$ cat src/rtl/sdcq_pkg.sv
// Shared types, constants and codes of the sorted delayed call queue.
`timescale 1ns / 1ps

package sdcq_pkg;

    // Fixed field widths of the transfer payloads.
    localparam int FUNC_W   = 2;
    localparam int TIME_W   = 32;
    localparam int DELAY_W  = 16;
    localparam int TGT_W    = 16;
    localparam int STATUS_W = 2;
    localparam int OUT_ID_W = 16;

    // Most results that one run request may produce.
    localparam int MAX_OUT = 16;

    // Defaults of the top-level parameters.
    localparam int QUEUE_DEPTH_DEF = 16;
    localparam int ID_BITS_DEF     = 16;

    // Operation codes.
    localparam logic [FUNC_W-1:0] FUNC_SCHEDULE = 2'd0;
    localparam logic [FUNC_W-1:0] FUNC_CANCEL   = 2'd1;
    localparam logic [FUNC_W-1:0] FUNC_RUN      = 2'd2;

    // Result status codes.
    localparam logic [STATUS_W-1:0] ST_DONE      = 2'd0;
    localparam logic [STATUS_W-1:0] ST_FULL      = 2'd1;
    localparam logic [STATUS_W-1:0] ST_NOT_FOUND = 2'd2;

    typedef struct packed {
        logic [FUNC_W-1:0]  func;
        logic [TIME_W-1:0]  now_time;
        logic [DELAY_W-1:0] delay;
        logic [TGT_W-1:0]   target_id;
    } t_req;

    typedef struct packed {
        logic [STATUS_W-1:0] status;
        logic [OUT_ID_W-1:0] out_id;
        logic                fired;
        logic                last;
        logic                head_pending;
        logic [TIME_W-1:0]   head_time;
        logic [TIME_W-1:0]   next_delay;
    } t_rsp;

    // Which logical queue position the storage read addresses.
    typedef enum logic [1:0] {
        RD_PREV = 2'd0,
        RD_CUR  = 2'd1,
        RD_NEXT = 2'd2,
        RD_HEAD = 2'd3
    } t_rd_sel;

    // Commands from the sequencer to the datapath.
    typedef struct packed {
        logic    capture;
        logic    set_full;
        logic    set_notfound;
        logic    idx_from_count;
        logic    idx_inc;
        logic    idx_dec;
        logic    rd_en;
        t_rd_sel rd_sel;
        logic    wr_rdata;
        logic    wr_new;
        logic    cnt_dec;
        logic    pop;
        logic    head_load;
        logic    emit;
    } t_cmd;

    // Status from the datapath to the sequencer.
    typedef struct packed {
        logic [FUNC_W-1:0] func;
        logic              full;
        logic              empty;
        logic              idx_zero;
        logic              idx_last;
        logic              later;
        logic              tag_hit;
        logic              expired;
        logic              exp_full;
        logic              out_free;
        logic              emit_last;
    } t_stat;

endpackage

$ cat src/rtl/sdcq_chan_if.sv
// Valid/ready channel interface carrying one payload per transfer.
`timescale 1ns / 1ps

interface sdcq_chan_if #(
    parameter type T_PAYLOAD = logic
) ();
    logic     valid;
    logic     ready;
    T_PAYLOAD payload;

    modport source (output valid, output payload, input ready);
    modport sink   (input valid, input payload, output ready);
endinterface

$ cat src/rtl/sorted_delayed_call_queue_unit.sv
// Top level of the sorted delayed call queue: sequencer plus datapath behind two channels.
`timescale 1ns / 1ps

// The block keeps up to QUEUE_DEPTH timed entries in order of due time, ties in
// order of arrival, in a single circular RAM with one write and one registered
// read port. A request is a schedule (adds an entry due at now_time + delay,
// saturating at the largest time, and returns a fresh nonzero id), a cancel
// (removes the entry nearest the head that carries target_id, or answers
// id not found) or a run (pops every entry due at or before now_time, at most
// sixteen per request, one result per expired id, the last one marked; with
// nothing expired a single result with fired clear). Code 3 changes nothing and
// answers one plain result. Every result reports the head due time and the
// remaining delay as they stand after the whole request. Requests are handled
// one at a time; the rate is set by the single RAM read port, whose registered
// data must be awaited on every entry visited. A schedule moves each queued entry
// due later than the new one down a row, from the tail, and then writes the new
// entry. A cancel reads from the head until it finds target_id or has read the
// last entry, and on a hit moves every entry behind the removed one up a row. A
// run pops entries from the head until one is not yet due, the queue is empty
// or sixteen are taken, and then sends one result per popped entry. A schedule,
// a cancel that hits and a run end with a read of the new head due time; a full
// queue, an empty queue on cancel and code 3 leave the storage untouched. Each
// result waits while the output register is still held by the receiver.
// Results leave through an output register, so the block takes the next
// request while the final result of the previous one still awaits its transfer.
// No initialisation pass is needed after reset.
module sorted_delayed_call_queue_unit #(
    parameter int QUEUE_DEPTH = sdcq_pkg::QUEUE_DEPTH_DEF,
    parameter int ID_BITS     = sdcq_pkg::ID_BITS_DEF
) (
    input  logic       i_clk,
    input  logic       i_rst_n,
    sdcq_chan_if.sink   i_req,
    sdcq_chan_if.source o_rsp
);
    import sdcq_pkg::*;

    t_cmd w_cmd;
    t_stat w_stat;
    logic w_in_ready;
    logic w_out_valid;
    t_rsp w_rsp;

    // The sequencer walks each request through its storage passes.
    sdcq_ctrl u_ctrl (
        .i_clk      (i_clk),
        .i_rst_n    (i_rst_n),
        .i_in_valid (i_req.valid),
        .o_in_ready (w_in_ready),
        .i_stat     (w_stat),
        .o_cmd      (w_cmd)
    );

    // The datapath holds the entries, the cursors and the result register.
    sdcq_dp #(
        .QUEUE_DEPTH (QUEUE_DEPTH),
        .ID_BITS     (ID_BITS)
    ) u_dp (
        .i_clk       (i_clk),
        .i_rst_n     (i_rst_n),
        .i_cmd       (w_cmd),
        .o_stat      (w_stat),
        .i_req_data  (i_req.payload),
        .i_out_ready (o_rsp.ready),
        .o_out_valid (w_out_valid),
        .o_rsp_data  (w_rsp)
    );

    assign i_req.ready   = w_in_ready;
    assign o_rsp.valid   = w_out_valid;
    assign o_rsp.payload = w_rsp;
endmodule

$ cat src/rtl/sdcq_ram.sv
// Generic single-write, single-read RAM with registered read data.
`timescale 1ns / 1ps

module sdcq_ram #(
    parameter int WIDTH = 8,
    parameter int DEPTH = 16
) (
    input  logic                     i_clk,
    input  logic                     i_we,
    input  logic [$clog2(DEPTH)-1:0] i_waddr,
    input  logic [WIDTH-1:0]         i_wdata,
    input  logic                     i_re,
    input  logic [$clog2(DEPTH)-1:0] i_raddr,
    output logic [WIDTH-1:0]         o_rdata
);
    logic [WIDTH-1:0] r_mem [DEPTH];
    logic [WIDTH-1:0] r_rdata;

    always_ff @(posedge i_clk) begin
        if (i_we) begin
            r_mem[i_waddr] <= i_wdata;
        end
        if (i_re) begin
            r_rdata <= r_mem[i_raddr];
        end
    end

    assign o_rdata = r_rdata;
endmodule

$ cat src/rtl/sdcq_ctrl.sv
// Sequencer of the sorted delayed call queue: one-hot state machine issuing datapath commands.
`timescale 1ns / 1ps

module sdcq_ctrl (
    input  logic           i_clk,
    input  logic           i_rst_n,
    input  logic           i_in_valid,
    output logic           o_in_ready,
    input  sdcq_pkg::t_stat i_stat,
    output sdcq_pkg::t_cmd  o_cmd
);
    import sdcq_pkg::*;

    typedef enum logic [16:0] {
        S_IDLE     = 17'h00001,
        S_DISPATCH = 17'h00002,
        S_INS_CHK  = 17'h00004,
        S_INS_RD   = 17'h00008,
        S_INS_CMP  = 17'h00010,
        S_INS_WR   = 17'h00020,
        S_CAN_RD   = 17'h00040,
        S_CAN_CMP  = 17'h00080,
        S_SHF_CHK  = 17'h00100,
        S_SHF_RD   = 17'h00200,
        S_SHF_WR   = 17'h00400,
        S_RUN_CHK  = 17'h00800,
        S_RUN_RD   = 17'h01000,
        S_RUN_CMP  = 17'h02000,
        S_HEAD_RD  = 17'h04000,
        S_HEAD_LD  = 17'h08000,
        S_EMIT     = 17'h10000
    } t_state;

    t_state r_state;
    t_state n_state;

    always_comb begin
        n_state    = r_state;
        o_cmd      = '0;
        o_in_ready = 1'b0;
        unique case (r_state)
            S_IDLE: begin
                o_in_ready = 1'b1;
                if (i_in_valid) begin
                    o_cmd.capture = 1'b1;
                    n_state       = S_DISPATCH;
                end
            end
            S_DISPATCH: begin
                priority if (i_stat.func == FUNC_SCHEDULE) begin
                    if (i_stat.full) begin
                        o_cmd.set_full = 1'b1;
                        n_state        = S_EMIT;
                    end else begin
                        o_cmd.idx_from_count = 1'b1;
                        n_state              = S_INS_CHK;
                    end
                end else if (i_stat.func == FUNC_CANCEL) begin
                    if (i_stat.empty) begin
                        o_cmd.set_notfound = 1'b1;
                        n_state            = S_EMIT;
                    end else begin
                        n_state = S_CAN_RD;
                    end
                end else if (i_stat.func == FUNC_RUN) begin
                    n_state = S_RUN_CHK;
                end else begin
                    n_state = S_EMIT;
                end
            end
            S_INS_CHK: begin
                n_state = i_stat.idx_zero ? S_INS_WR : S_INS_RD;
            end
            S_INS_RD: begin
                o_cmd.rd_en  = 1'b1;
                o_cmd.rd_sel = RD_PREV;
                n_state      = S_INS_CMP;
            end
            S_INS_CMP: begin
                if (i_stat.later) begin
                    o_cmd.wr_rdata = 1'b1;
                    o_cmd.idx_dec  = 1'b1;
                    n_state        = S_INS_CHK;
                end else begin
                    n_state = S_INS_WR;
                end
            end
            S_INS_WR: begin
                o_cmd.wr_new = 1'b1;
                n_state      = S_HEAD_RD;
            end
            S_CAN_RD: begin
                o_cmd.rd_en  = 1'b1;
                o_cmd.rd_sel = RD_CUR;
                n_state      = S_CAN_CMP;
            end
            S_CAN_CMP: begin
                priority if (i_stat.tag_hit) begin
                    n_state = S_SHF_CHK;
                end else if (i_stat.idx_last) begin
                    o_cmd.set_notfound = 1'b1;
                    n_state            = S_EMIT;
                end else begin
                    o_cmd.idx_inc = 1'b1;
                    n_state       = S_CAN_RD;
                end
            end
            S_SHF_CHK: begin
                if (i_stat.idx_last) begin
                    o_cmd.cnt_dec = 1'b1;
                    n_state       = S_HEAD_RD;
                end else begin
                    n_state = S_SHF_RD;
                end
            end
            S_SHF_RD: begin
                o_cmd.rd_en  = 1'b1;
                o_cmd.rd_sel = RD_NEXT;
                n_state      = S_SHF_WR;
            end
            S_SHF_WR: begin
                o_cmd.wr_rdata = 1'b1;
                o_cmd.idx_inc  = 1'b1;
                n_state        = S_SHF_CHK;
            end
            S_RUN_CHK: begin
                n_state = (i_stat.empty || i_stat.exp_full) ? S_HEAD_RD : S_RUN_RD;
            end
            S_RUN_RD: begin
                o_cmd.rd_en  = 1'b1;
                o_cmd.rd_sel = RD_HEAD;
                n_state      = S_RUN_CMP;
            end
            S_RUN_CMP: begin
                if (i_stat.expired) begin
                    o_cmd.pop = 1'b1;
                    n_state   = S_RUN_CHK;
                end else begin
                    n_state = S_HEAD_RD;
                end
            end
            S_HEAD_RD: begin
                o_cmd.rd_en  = 1'b1;
                o_cmd.rd_sel = RD_HEAD;
                n_state      = S_HEAD_LD;
            end
            S_HEAD_LD: begin
                o_cmd.head_load = 1'b1;
                n_state         = S_EMIT;
            end
            S_EMIT: begin
                if (i_stat.out_free) begin
                    o_cmd.emit = 1'b1;
                    if (i_stat.emit_last) begin
                        n_state = S_IDLE;
                    end
                end
            end
            default: begin
                n_state = S_IDLE;
            end
        endcase
    end

    always_ff @(posedge i_clk) begin
        if (!i_rst_n) begin
            r_state <= S_IDLE;
        end else begin
            r_state <= n_state;
        end
    end
endmodule

$ cat src/rtl/sdcq_dp.sv
// Datapath of the sorted delayed call queue: entry storage, cursors, id counter and result register.
`timescale 1ns / 1ps

module sdcq_dp #(
    parameter int QUEUE_DEPTH = sdcq_pkg::QUEUE_DEPTH_DEF,
    parameter int ID_BITS     = sdcq_pkg::ID_BITS_DEF
) (
    input  logic            i_clk,
    input  logic            i_rst_n,
    input  sdcq_pkg::t_cmd  i_cmd,
    output sdcq_pkg::t_stat o_stat,
    input  sdcq_pkg::t_req  i_req_data,
    input  logic            i_out_ready,
    output logic            o_out_valid,
    output sdcq_pkg::t_rsp  o_rsp_data
);
    import sdcq_pkg::*;

    localparam int IDX_W   = $clog2(QUEUE_DEPTH);
    localparam int CNT_W   = $clog2(QUEUE_DEPTH + 1);
    localparam int SUM_W   = CNT_W + 1;
    localparam int RAM_W   = TIME_W + ID_BITS;
    localparam int CMP_W   = (ID_BITS > TGT_W) ? ID_BITS : TGT_W;
    localparam int EXP_W   = $clog2(MAX_OUT);
    localparam int NEXP_W  = $clog2(MAX_OUT + 1);
    localparam int TSUM_W  = TIME_W + 1;

    // Maps a position counted from the head onto a storage row.
    function automatic logic [IDX_W-1:0] phys(input logic [IDX_W-1:0] base,
                                              input logic [CNT_W-1:0] pos);
        logic [SUM_W-1:0] s;
        s = SUM_W'(base) + SUM_W'(pos);
        if (s >= SUM_W'(QUEUE_DEPTH)) begin
            s = s - SUM_W'(QUEUE_DEPTH);
        end
        return s[IDX_W-1:0];
    endfunction

    // Control state.
    logic [IDX_W-1:0]   r_base,  n_base;
    logic [CNT_W-1:0]   r_count, n_count;
    logic [ID_BITS-1:0] r_id_ctr, n_id_ctr;
    logic [CNT_W-1:0]   r_idx,   n_idx;
    logic [NEXP_W-1:0]  r_nexp,  n_nexp;
    logic [NEXP_W-1:0]  r_emit,  n_emit;
    logic               r_out_valid, n_out_valid;

    // Payload state.
    logic [FUNC_W-1:0]   r_func,     n_func;
    logic [TIME_W-1:0]   r_now,      n_now;
    logic [TIME_W-1:0]   r_due_new,  n_due_new;
    logic [TGT_W-1:0]    r_target,   n_target;
    logic [STATUS_W-1:0] r_status,   n_status;
    logic [OUT_ID_W-1:0] r_res_id,   n_res_id;
    logic [TIME_W-1:0]   r_head_due, n_head_due;
    logic [OUT_ID_W-1:0] r_exp_ids [MAX_OUT];
    t_rsp                r_out,      n_out;

    logic [TSUM_W-1:0]  w_due_sum;
    logic [TIME_W-1:0]  w_due_sat;
    logic [CNT_W-1:0]   w_rd_pos;
    logic [IDX_W-1:0]   w_raddr;
    logic [IDX_W-1:0]   w_waddr;
    logic [RAM_W-1:0]   w_wdata;
    logic [RAM_W-1:0]   w_rdata;
    logic [TIME_W-1:0]  w_rd_due;
    logic [ID_BITS-1:0] w_rd_tag;
    logic [ID_BITS-1:0] w_id_inc;
    logic [TIME_W-1:0]  w_head;
    logic               w_empty;
    logic               w_emit_last;
    t_rsp               w_rsp;

    assign w_due_sum = {1'b0, i_req_data.now_time} + TSUM_W'(i_req_data.delay);
    assign w_due_sat = w_due_sum[TIME_W] ? '1 : w_due_sum[TIME_W-1:0];

    always_comb begin
        unique case (i_cmd.rd_sel)
            RD_PREV: w_rd_pos = r_idx - CNT_W'(1);
            RD_CUR:  w_rd_pos = r_idx;
            RD_NEXT: w_rd_pos = r_idx + CNT_W'(1);
            RD_HEAD: w_rd_pos = '0;
            default: w_rd_pos = '0;
        endcase
    end

    assign w_raddr  = phys(r_base, w_rd_pos);
    assign w_waddr  = phys(r_base, r_idx);
    assign w_wdata  = i_cmd.wr_new ? {r_due_new, r_id_ctr} : w_rdata;
    assign w_rd_due = w_rdata[RAM_W-1 -: TIME_W];
    assign w_rd_tag = w_rdata[ID_BITS-1:0];

    sdcq_ram #(
        .WIDTH (RAM_W),
        .DEPTH (QUEUE_DEPTH)
    ) u_entries (
        .i_clk   (i_clk),
        .i_we    (i_cmd.wr_rdata | i_cmd.wr_new),
        .i_waddr (w_waddr),
        .i_wdata (w_wdata),
        .i_re    (i_cmd.rd_en),
        .i_raddr (w_raddr),
        .o_rdata (w_rdata)
    );

    assign w_empty     = (r_count == '0);
    assign w_emit_last = (r_nexp == '0) || (NEXP_W'(r_emit + NEXP_W'(1)) == r_nexp);
    assign w_id_inc    = r_id_ctr + ID_BITS'(1);

    // Result as it leaves: the head report reflects the queue after the whole operation.
    always_comb begin
        w_head             = w_empty ? '0 : r_head_due;
        w_rsp.status       = r_status;
        w_rsp.head_pending = !w_empty;
        w_rsp.head_time    = w_head;
        w_rsp.next_delay   = (w_head > r_now) ? (w_head - r_now) : '0;
        if (r_nexp != '0) begin
            w_rsp.out_id = r_exp_ids[r_emit[EXP_W-1:0]];
            w_rsp.fired  = 1'b1;
            w_rsp.last   = w_emit_last;
        end else begin
            w_rsp.out_id = r_res_id;
            w_rsp.fired  = 1'b0;
            w_rsp.last   = 1'b1;
        end
    end

    always_comb begin
        o_stat.func      = r_func;
        o_stat.full      = (r_count == CNT_W'(QUEUE_DEPTH));
        o_stat.empty     = w_empty;
        o_stat.idx_zero  = (r_idx == '0);
        o_stat.idx_last  = (CNT_W'(r_idx + CNT_W'(1)) == r_count);
        o_stat.later     = (w_rd_due > r_due_new);
        o_stat.tag_hit   = (CMP_W'(w_rd_tag) == CMP_W'(r_target));
        o_stat.expired   = (w_rd_due <= r_now);
        o_stat.exp_full  = (r_nexp == NEXP_W'(MAX_OUT));
        o_stat.out_free  = !r_out_valid || i_out_ready;
        o_stat.emit_last = w_emit_last;
    end

    always_comb begin
        n_base      = r_base;
        n_count     = r_count;
        n_id_ctr    = r_id_ctr;
        n_idx       = r_idx;
        n_nexp      = r_nexp;
        n_emit      = r_emit;
        n_out_valid = r_out_valid;
        n_func      = r_func;
        n_now       = r_now;
        n_due_new   = r_due_new;
        n_target    = r_target;
        n_status    = r_status;
        n_res_id    = r_res_id;
        n_head_due  = r_head_due;
        n_out       = r_out;

        if (i_cmd.capture) begin
            n_func    = i_req_data.func;
            n_now     = i_req_data.now_time;
            n_due_new = w_due_sat;
            n_target  = i_req_data.target_id;
            n_status  = ST_DONE;
            n_res_id  = '0;
            n_nexp    = '0;
            n_emit    = '0;
            n_idx     = '0;
        end
        if (i_cmd.set_full) begin
            n_status = ST_FULL;
        end
        if (i_cmd.set_notfound) begin
            n_status = ST_NOT_FOUND;
        end
        if (i_cmd.idx_from_count) begin
            n_idx = r_count;
        end
        if (i_cmd.idx_inc) begin
            n_idx = r_idx + CNT_W'(1);
        end
        if (i_cmd.idx_dec) begin
            n_idx = r_idx - CNT_W'(1);
        end
        if (i_cmd.wr_new) begin
            n_count  = r_count + CNT_W'(1);
            n_res_id = OUT_ID_W'(r_id_ctr);
            n_id_ctr = (w_id_inc == '0) ? ID_BITS'(1) : w_id_inc;
        end
        if (i_cmd.cnt_dec) begin
            n_count = r_count - CNT_W'(1);
        end
        if (i_cmd.pop) begin
            n_count = r_count - CNT_W'(1);
            n_base  = phys(r_base, CNT_W'(1));
            n_nexp  = r_nexp + NEXP_W'(1);
        end
        if (i_cmd.head_load) begin
            n_head_due = w_rd_due;
        end
        if (i_cmd.emit) begin
            n_emit      = r_emit + NEXP_W'(1);
            n_out_valid = 1'b1;
            n_out       = w_rsp;
        end else if (i_out_ready) begin
            n_out_valid = 1'b0;
        end
    end

    always_ff @(posedge i_clk) begin
        if (!i_rst_n) begin
            r_base      <= '0;
            r_count     <= '0;
            r_id_ctr    <= ID_BITS'(1);
            r_idx       <= '0;
            r_nexp      <= '0;
            r_emit      <= '0;
            r_out_valid <= 1'b0;
        end else begin
            r_base      <= n_base;
            r_count     <= n_count;
            r_id_ctr    <= n_id_ctr;
            r_idx       <= n_idx;
            r_nexp      <= n_nexp;
            r_emit      <= n_emit;
            r_out_valid <= n_out_valid;
        end
    end

    always_ff @(posedge i_clk) begin
        r_func     <= n_func;
        r_now      <= n_now;
        r_due_new  <= n_due_new;
        r_target   <= n_target;
        r_status   <= n_status;
        r_res_id   <= n_res_id;
        r_head_due <= n_head_due;
        r_out      <= n_out;
        if (i_cmd.pop) begin
            r_exp_ids[r_nexp[EXP_W-1:0]] <= OUT_ID_W'(w_rd_tag);
        end
    end

    assign o_out_valid = r_out_valid;
    assign o_rsp_data  = r_out;
endmodule

$ cat src/flat_wrapper.sv
// flat-port wrapper written by rule: the top's interface ports become plain ports
module sorted_delayed_call_queue_unit_flat import sdcq_pkg::*;
#(
    parameter int QUEUE_DEPTH = sdcq_pkg::QUEUE_DEPTH_DEF,
    parameter int ID_BITS     = sdcq_pkg::ID_BITS_DEF
)
  (i_clk, i_rst_n, i_req_valid, i_req_payload, i_req_ready, o_rsp_valid, o_rsp_payload, o_rsp_ready);
  sdcq_chan_if i_req_i ();
  sdcq_chan_if o_rsp_i ();
  input  logic i_clk;
  input  logic i_rst_n;
  input wire logic [$bits(i_req_i.valid)-1:0] i_req_valid;
  input wire logic [$bits(i_req_i.payload)-1:0] i_req_payload;
  output wire logic [$bits(i_req_i.ready)-1:0] i_req_ready;
  output wire logic [$bits(o_rsp_i.valid)-1:0] o_rsp_valid;
  output wire logic [$bits(o_rsp_i.payload)-1:0] o_rsp_payload;
  input wire logic [$bits(o_rsp_i.ready)-1:0] o_rsp_ready;
  assign i_req_i.valid = i_req_valid;
  assign i_req_i.payload = i_req_payload;
  assign i_req_ready = i_req_i.ready;
  assign o_rsp_valid = o_rsp_i.valid;
  assign o_rsp_payload = o_rsp_i.payload;
  assign o_rsp_i.ready = o_rsp_ready;
  sorted_delayed_call_queue_unit #(.QUEUE_DEPTH(QUEUE_DEPTH), .ID_BITS(ID_BITS)) u_core (.i_clk(i_clk), .i_rst_n(i_rst_n), .i_req(i_req_i), .o_rsp(o_rsp_i));
endmodule
$ cat config.mk
export PLATFORM = sky130hd
export DESIGN_NAME = sorted_delayed_call_queue_unit_flat
export DESIGN_NICKNAME = d
export VERILOG_FILES = /design/src/rtl/sdcq_pkg.sv /design/src/rtl/sdcq_chan_if.sv /design/src/rtl/sorted_delayed_call_queue_unit.sv /design/src/rtl/sdcq_ram.sv /design/src/rtl/sdcq_ctrl.sv /design/src/rtl/sdcq_dp.sv /design/src/flat_wrapper.sv
export SDC_FILE = /design/constraint.sdc
export NUM_CORES = 1
export LEC_CHECK = 0
export BUFFER_PORTS_ARGS = -buffer_cell sky130_fd_sc_hd__buf_2
export CAP_MARGIN = 0
export CORE_MARGIN = 5
export CORE_UTILIZATION = 48
export CTS_BUF_LIST = sky130_fd_sc_hd__clkbuf_8
export CTS_CLUSTER_SIZE = 25
export DETAILED_ROUTE_END_ITERATION = 10
export PLACE_DENSITY = 0.73
export SYNTH_ARGS = -nofsm -noshare
export SYNTH_HDL_FRONTEND = slang
export SYNTH_SLANG_ARGS = --single-unit
$ cat constraint.sdc
create_clock -name i_clk -period 9.1 [get_ports i_clk]
set_clock_uncertainty 0.05 [all_clocks]
set_input_delay 0.91 -clock i_clk [delete_from_list [all_inputs] [get_ports i_clk]]
set_output_delay 0.91 -clock i_clk [all_outputs]
set_load 0.01 [all_outputs]
==> metrics.txt, run 1 <==
outcome=finished, final reports clean; Worst Path Arrival=5860 ps; Slew headroom=20.0%; IO Count=8; Area Overhead vs Synth=11.1%; Initial Util=48.2%; Worst EP required=9520 ps; RSZ-0062 raised after global routing=no; Crit-path slowest cell=fa_4; EDFF count, synth=819; vias in the first global route=18,167; via count=17,388; min cycle time layout=5450 ps; MaxCap Viol Count=0; Fillers=5,484; Vias/cell=5.86; row cnt=99; layout cells sized above 1=21.6%; synth top area cells=edfxtp_1 (70%), mux4_2 (12%), mux2i_1 (4.3%); Clock Power Share=37.9%; core area=0.0727 mm2; antenna violations before repair=1; clk sink count=877; routability cong.=0.876; crit-path cells=nor3_1 > nand4_1 > nor2_1 > nand2_1 > o21ai_0 > ha_4 > inv_1 > fa_4 > buf_12 > mux4_2 > mux2i_1 > mux2i_1; HP Class=input port to flop; Critical Path Sink Type=flop; Max Freq=0.184 GHz; Synth top area share=70.2%; DR WL/cell=24.5 um; Startpoint Class=flop; Seq/Total Area, Yosys=73.6%; Synth Cell Area=0.0350 mm2; final hold violation count=0; htree depth=4; DRC Markers=0; total gr overflow=0; Max Slew Vio Count=0; CTS clk-pin slew, worst paths=60 ps; DRT Pass-1 Iters=6; #FFs+latches synth=877; final setup fails=0; combinational share of power=8.5%; Crit Path Max Fanout=132; most used cell, CP=mux2i_1; CTS buffer count=139; post-route clock period utilization=59.9%; Worst-Margin Slew=1200 ps; die width=280 um; DRT iter0 DRCs=1,897; P_sw=1.82 mW; Synth Flop Type=edfxtp_1; Antenna Nets Post-Route=0; multi-input combinational cell area=0.00901 mm2; global-route wire length before repair=110,000 um; Die Area=0.0785 mm2; Clock Latency Late Sink=770 ps; register area=0.0258 mm2; GRT Total Usage=18.6%; r2r endpoint=u_core.u_dp.u_entries.o_rdata[28]$_DFFE_PP_; syn_area_per_cell=19.4 um2; Die Ht=280 um; CP endpoint=u_core.u_dp.u_entries.o_rdata[28]$_DFFE_PP_; FF-to-FF setup slack=3650 ps; Int Power=6.35 mW; worst hold slack=288 ps; hold path startpoint=i_req_payload; sequential share of power=53.6%; Post-DP HPWL=33,600 um; Clock Path Buffers=3; Final nets=1,919; Peak VDD IR=0.138 mV; post-CTS setup buffer count=0; Switching Fraction=22.3%; setup TNS=0 ps; Setup crit start=u_core.u_ctrl.r_state[13]$_SDFFE_PN0P_; final wirelength=72,600 um; Resized cells post-CTS=0; largest net degree at the start of global routing=133; R2R cell count=12; Leakage=12.5 nW; Synthesized Nets=1,828; CTS root buffer=clkbuf_8; input/output buffers=7; Reg-to-Reg Start=u_core.u_ctrl.r_state[13]$_SDFFE_PN0P_; critical path class=flop to flop; area leader, netlist=edfxtp_1; Unique masters post-synth=64; Inst Count DP=2,715; ys async rst share=0%; CTS Hold Bufs=0; yosys warns=0; CTS tree=built; Cells after Synth=1,806; CP peak stage delay=1450 ps; pwr/cell area=210 mW/mm2; antenna diode count=0; Non-Filler Instances=2,965
-- logic make-up (layout without fill, tap and decap cells) --
logic type      count (synthesis)  after routing  synth area share, %
buf+inv                       103            303                 1.24
compound gates                 79             79                 1.54
xor+xnor                       56             56                 1.46
flops                         877            877                 73.6
mux                           342            342                 16.6
simple gates                  332            332                 4.92
fa+ha+maj                      17             17                0.650
-- cells in the final DEF, fill, tap and decap left out, types with 14 or more instances in the layout --
cell type,count
and2_1,40
clkbuf_8,146
nor4_1,15
xor2_1,28
nand2_1,88
ha_1,14
nor2_1,59
nor3_1,16
nand4_1,21
mux4_2,192
clkinv_2,16
xnor2_1,25
a21oi_1,22
dfxtp_1,58
buf_4,23
nor2_4,16
edfxtp_1,819
mux2i_1,149
clkinv_1,31
inv_1,63
-- stage by stage --
step | setup WS, ps | area [um2] | utilization, % | total power [mW]
global placement | 3740 | 36300 | 49.9 | 5.16
CTS | 3620 | 38900 | 53.5 | 8.26
finish | 3650 | 38900 | 53.5 | 8.17
detailed placement | 3680 | 36300 | 49.9 | 5.17
floorplan | 4720 | 35000 | - | 5.03
global route | 3350 | 38900 | 53.5 | 8.51
-- how the worst min path moves through the flow --
| stage | endpoint | slack [ps] | cells after the start |
|---|---|---|---|
| finish | u_core.u_dp.r_target[0]$_DFFE_PP_ | 290 | 1 |
| detailed placement | u_core.u_dp.r_nexp[3]$_SDFFE_PN0P_ | 470 | 2 |
| global route | u_core.u_dp.r_target[0]$_DFFE_PP_ | 240 | 1 |
| floorplan | u_core.u_dp.r_head_due[0]$_DFFE_PN_ | 390 | 0 |
| CTS | u_core.u_dp.r_target[0]$_DFFE_PP_ | 210 | 1 |
| global placement | u_core.u_dp.r_nexp[3]$_SDFFE_PN0P_ | 450 | 2 |
-- metal layers --
| metal | vias up | global-route usage, % | share of wire [%] |
|---|---|---|---|
| li1 | 7525 | - | - |
| met1 | 9137 | 24.5 | 41 |
| met3 | 116 | 3.84 | 6.0 |
| met4 | 0 | 5.72 | 2.0 |
| met2 | 610 | 31.6 | 51 |
| met5 | - | 0 | 0 |
-- power groups by stage --
stage               registers, mW  clock network, mW  logic, mW
floorplan                    4.46                  0      0.573
global placement             4.46                  0      0.698
detailed placement           4.46                  0      0.707
CTS                          4.38               3.18      0.710
global route                 4.38               3.38      0.754
finish                       4.38               3.10      0.696
-- area by class of cell --
type                       count  share of cell area, %
sequential                   877                   66.2
multi-input combinational    826                   23.2
clock buffer                 146                   5.17
tap                          959                   3.09
clock inverter               104                   1.48
timing repair buffer          33                  0.688
inverter                      20                  0.193
-- worst max-delay path: cells and delay by family (launching register included) --
kind	cells	cell delay, ps
compound gates	1	160
fa+ha+maj	2	1640
mux	3	710
simple gates	4	1380
buf+inv	2	670
flops	1	350
-- flip-flops by register name, indices dropped and copies added (netlist names) --
name,flops
u_core.u_ctrl.r_state,17
u_core.u_dp.o_out_valid,1
u_core.u_dp.o_rsp_data,1
u_core.u_dp.r_base,4
u_core.u_dp.r_count,5
u_core.u_dp.r_emit,5
u_core.u_dp.r_head_due,1
u_core.u_dp.r_id_ctr,16
u_core.u_dp.r_idx,5
u_core.u_dp.r_nexp,5
u_core.u_dp.r_target,1
u_core.u_dp.u_entries.o_rdata,48
u_core.u_dp.u_entries.r_mem,768
-- synth_stat cells (4+ instances only) --
cell / count
a21o_1: 4
a21oi_1: 22
a31oi_1: 7
and2_1: 40
and3_1: 11
and4_1: 8
buf_2: 7
buf_6: 5
clkbuf_1: 71
dfxtp_1: 58
edfxtp_1: 819
ha_1: 15
inv_1: 20
mux2i_1: 149
mux4_2: 192
nand2_1: 88
nand2b_1: 5
nand3_1: 13
nand3b_1: 6
nand4_1: 21
nor2_1: 75
nor2b_1: 5
nor3_1: 17
nor3b_1: 5
nor4_1: 16
o21ai_0: 11
or2_2: 4
or3_1: 6
or4_1: 4
xnor2_1: 25
xor2_1: 29
Note: power is estimated with default switching activity, not from simulation.
==> run 2, diff against run 1 <==
==> constraint.sdc (replaced) <==
create_clock -name i_clk -period 5.4 [get_ports i_clk]
set_clock_uncertainty 0.05 [all_clocks]
set_input_delay 0.54 -clock i_clk [delete_from_list [all_inputs] [get_ports i_clk]]
set_output_delay 0.54 -clock i_clk [all_outputs]
set_load 0.01 [all_outputs]
==> run 2 against run 1 <==
- fmax rose by 17%
- via count rose by 1.2%
- clock power rose by 64%
- combinational power rose by 77%
- count of clock-buffer cells in the layout fell by 4
- largest power group unchanged
- die area did not move
- register-to-register slack got worse by 2900 ps
==> metrics.txt, run 2 (synthesis gave the netlist of run 1 again) <==
IO Count=8 (unchanged); Initial Util=48.2% (unchanged); Inst Count DP=2,733 (+0.66%); RSZ-0062 raised after global routing=no; DRT iter0 DRCs=1,644 (-13%); CP endpoint=u_core.u_dp.u_entries.o_rdata[32]$_DFFE_PP_; worst hold slack=99.2 ps (-188 ps); Post-DP HPWL=39,000 um (+16%); Worst Path Arrival=5080 ps (-780 ps); layout cells sized above 1=22.1% (+0.44 points); Crit Path Max Fanout=25 (-81%); largest net degree at the start of global routing=71 (-47%); CTS buffer count=136 (-2.2%); total power=13.7 mW (+67%); final setup fails=0 (unchanged); critical path class=flop to flop; Clock Latency Late Sink=790 ps (+20 ps); core area=0.0727 mm2 (unchanged); antenna violations before repair=2 (+1); Worst EP required=5840 ps (-3680 ps); Fillers=5,461 (-0.42%); Die Area=0.0785 mm2 (unchanged); input/output buffers=7 (unchanged); global-route wire length before repair=112,000 um (+1.7%); Critical Path Sink Type=flop; Antenna Nets Post-Route=0 (unchanged); DRC Markers=0 (unchanged); outcome=finished, final reports clean; min cycle time layout=4640 ps (-811 ps); final wirelength=73,700 um (+1.6%); commonest non-fill, non-tap cell in the layout=edfxtp_1; vias in the first global route=18,159 (-0.044%); Setup crit start=u_core.u_ctrl.r_state[9]$_SDFFE_PN0P_; most frequent cells in the layout=edfxtp_1 (819), mux4_2 (192), mux2i_1 (149); HP Class=input port to flop; CTS tree=built; r2r endpoint=u_core.u_dp.u_entries.o_rdata[32]$_DFFE_PP_; setup TNS=0 ps (unchanged); Vias/cell=5.93 (+1.2%); via count=17,600 (+1.2%); fin util=53.7% (+0.20 points); htree depth=4 (unchanged); R2R cell count=12 (unchanged); Peak VDD IR=0.265 mV (+91%); routability cong.=0.858 (-2.0%); clk sink count=877 (unchanged); die width=280 um (unchanged); FF-to-FF setup slack=760 ps (-2890 ps); GRT Total Usage=19.0% (+0.37 points); Area Overhead vs Synth=11.5%; Worst-Margin Slew=1170 ps (-33.8 ps); CTS root buffer=clkbuf_8; max reg flops=768 (unchanged); Final nets=1,938 (+0.99%); Clock Path Buffers=3 (unchanged); Startpoint Class=flop; Max Freq=0.216 GHz (+17%); Max Slew Vio Count=0 (unchanged); largest reg by FF count=u_core.u_dp.u_entries.r_mem; MaxCap Viol Count=0 (unchanged); row cnt=99 (unchanged); CTS clk-pin slew, worst paths=60 ps (about the same); Die Ht=280 um (unchanged); DR WL/cell=24.9 um (+1.5%); post-route clock period utilization=85.9% (+26 points); Slew headroom=22.1% (+2.2 points); Leakage=12.6 nW (+0.19%); Non-Filler Instances=2,967 (+0.067%); DRT Pass-1 Iters=8 (+2); total gr overflow=0 (unchanged); Reg-to-Reg Start=u_core.u_ctrl.r_state[9]$_SDFFE_PN0P_; final hold violation count=0 (unchanged); pwr/cell area=350 mW/mm2 (+67%)
[run 2: changes by cell type in the layout (fill, tap and decap cells not counted), moves of 4 or more]
cell	previous run	this run
buf_4	23	32
clkinv_2	16	12
inv_1	63	50
dlygate4sd3_1	0	4
buf_12	3	12
clkbuf_8	146	142
[run 2: final cells by class]
type                       instances  area (um2)  area share (%)
tap                              959        1200            3.07
antenna                            1        2.50         0.00641
clock buffer                     142        1950            5.01
sequential                       877       25800            66.0
timing repair buffer              55         556            1.42
clock inverter                    87         483            1.24
multi-input combinational        826        9010            23.1
inverter                          20        75.1           0.192
[run 2: worst min path at each step]
stage	start	to	slack, ps	cells past startpoint
5_1_grt	i_rst_n	u_core.u_dp.r_emit[3]$_SDFFE_PN0P_	60	2
3_5_place_dp	u_core.u_dp.r_nexp[3]$_SDFFE_PN0P_	u_core.u_dp.r_nexp[3]$_SDFFE_PN0P_	470	2
6_report	i_rst_n	u_core.u_dp.r_emit[3]$_SDFFE_PN0P_	100	2
3_3_place_gp	u_core.u_dp.r_nexp[3]$_SDFFE_PN0P_	u_core.u_dp.r_nexp[3]$_SDFFE_PN0P_	450	2
4_1_cts	i_rst_n	u_core.u_dp.r_emit[3]$_SDFFE_PN0P_	5	2
2_1_floorplan	u_core.u_dp.u_entries.o_rdata[16]$_DFFE_PP_	u_core.u_dp.r_head_due[0]$_DFFE_PN_	390	0
[run 2: metrics by stage]
| stage | cell area, um2 | setup WS [ps] |
|---|---|---|
| floorplan | 35000 | 1020 |
| global placement | 36600 | 907 |
| detailed placement | 36600 | 808 |
| CTS | 39000 | 763 |
| global route | 39000 | 434 |
| finish | 39000 | 762 |
[run 2: timing repair]
action,4_1_cts,5_1_grt
endpoints found under the hold margin,4,0
hold buffers,4,0
setup buffers,0,0
gates resized for setup,0,0
[run 2: power by group]
part	switching, mW	total, mW	internal, mW	leakage, nW
registers	0.0140	7.38	7.36	7.83
logic	0.608	1.23	0.625	3.37
clock network	2.45	5.07	2.61	1.36
[run 2: per-layer routing]
metal | GRT usage [%] | up-vias | part of all wire [%]
met1 | 25.9 | 9229 | 41
li1 | - | 7549 | -
met2 | 30.9 | 701 | 49
met4 | 6.12 | 0 | 2.3
met3 | 4.24 | 121 | 7.7
met5 | 0 | - | 0
[run 2: critical path, cell delays in order (launching register included)]
cell     delay (ps)
dfxtp_1         380
nor4_2          590
nand4_1         360
nor2_1          340
nand2_1          90
o21ai_0         150
ha_4            190
inv_1            50
fa_4           1140
buf_4           370
mux4_2          340
mux2i_1         170
mux2i_1         100
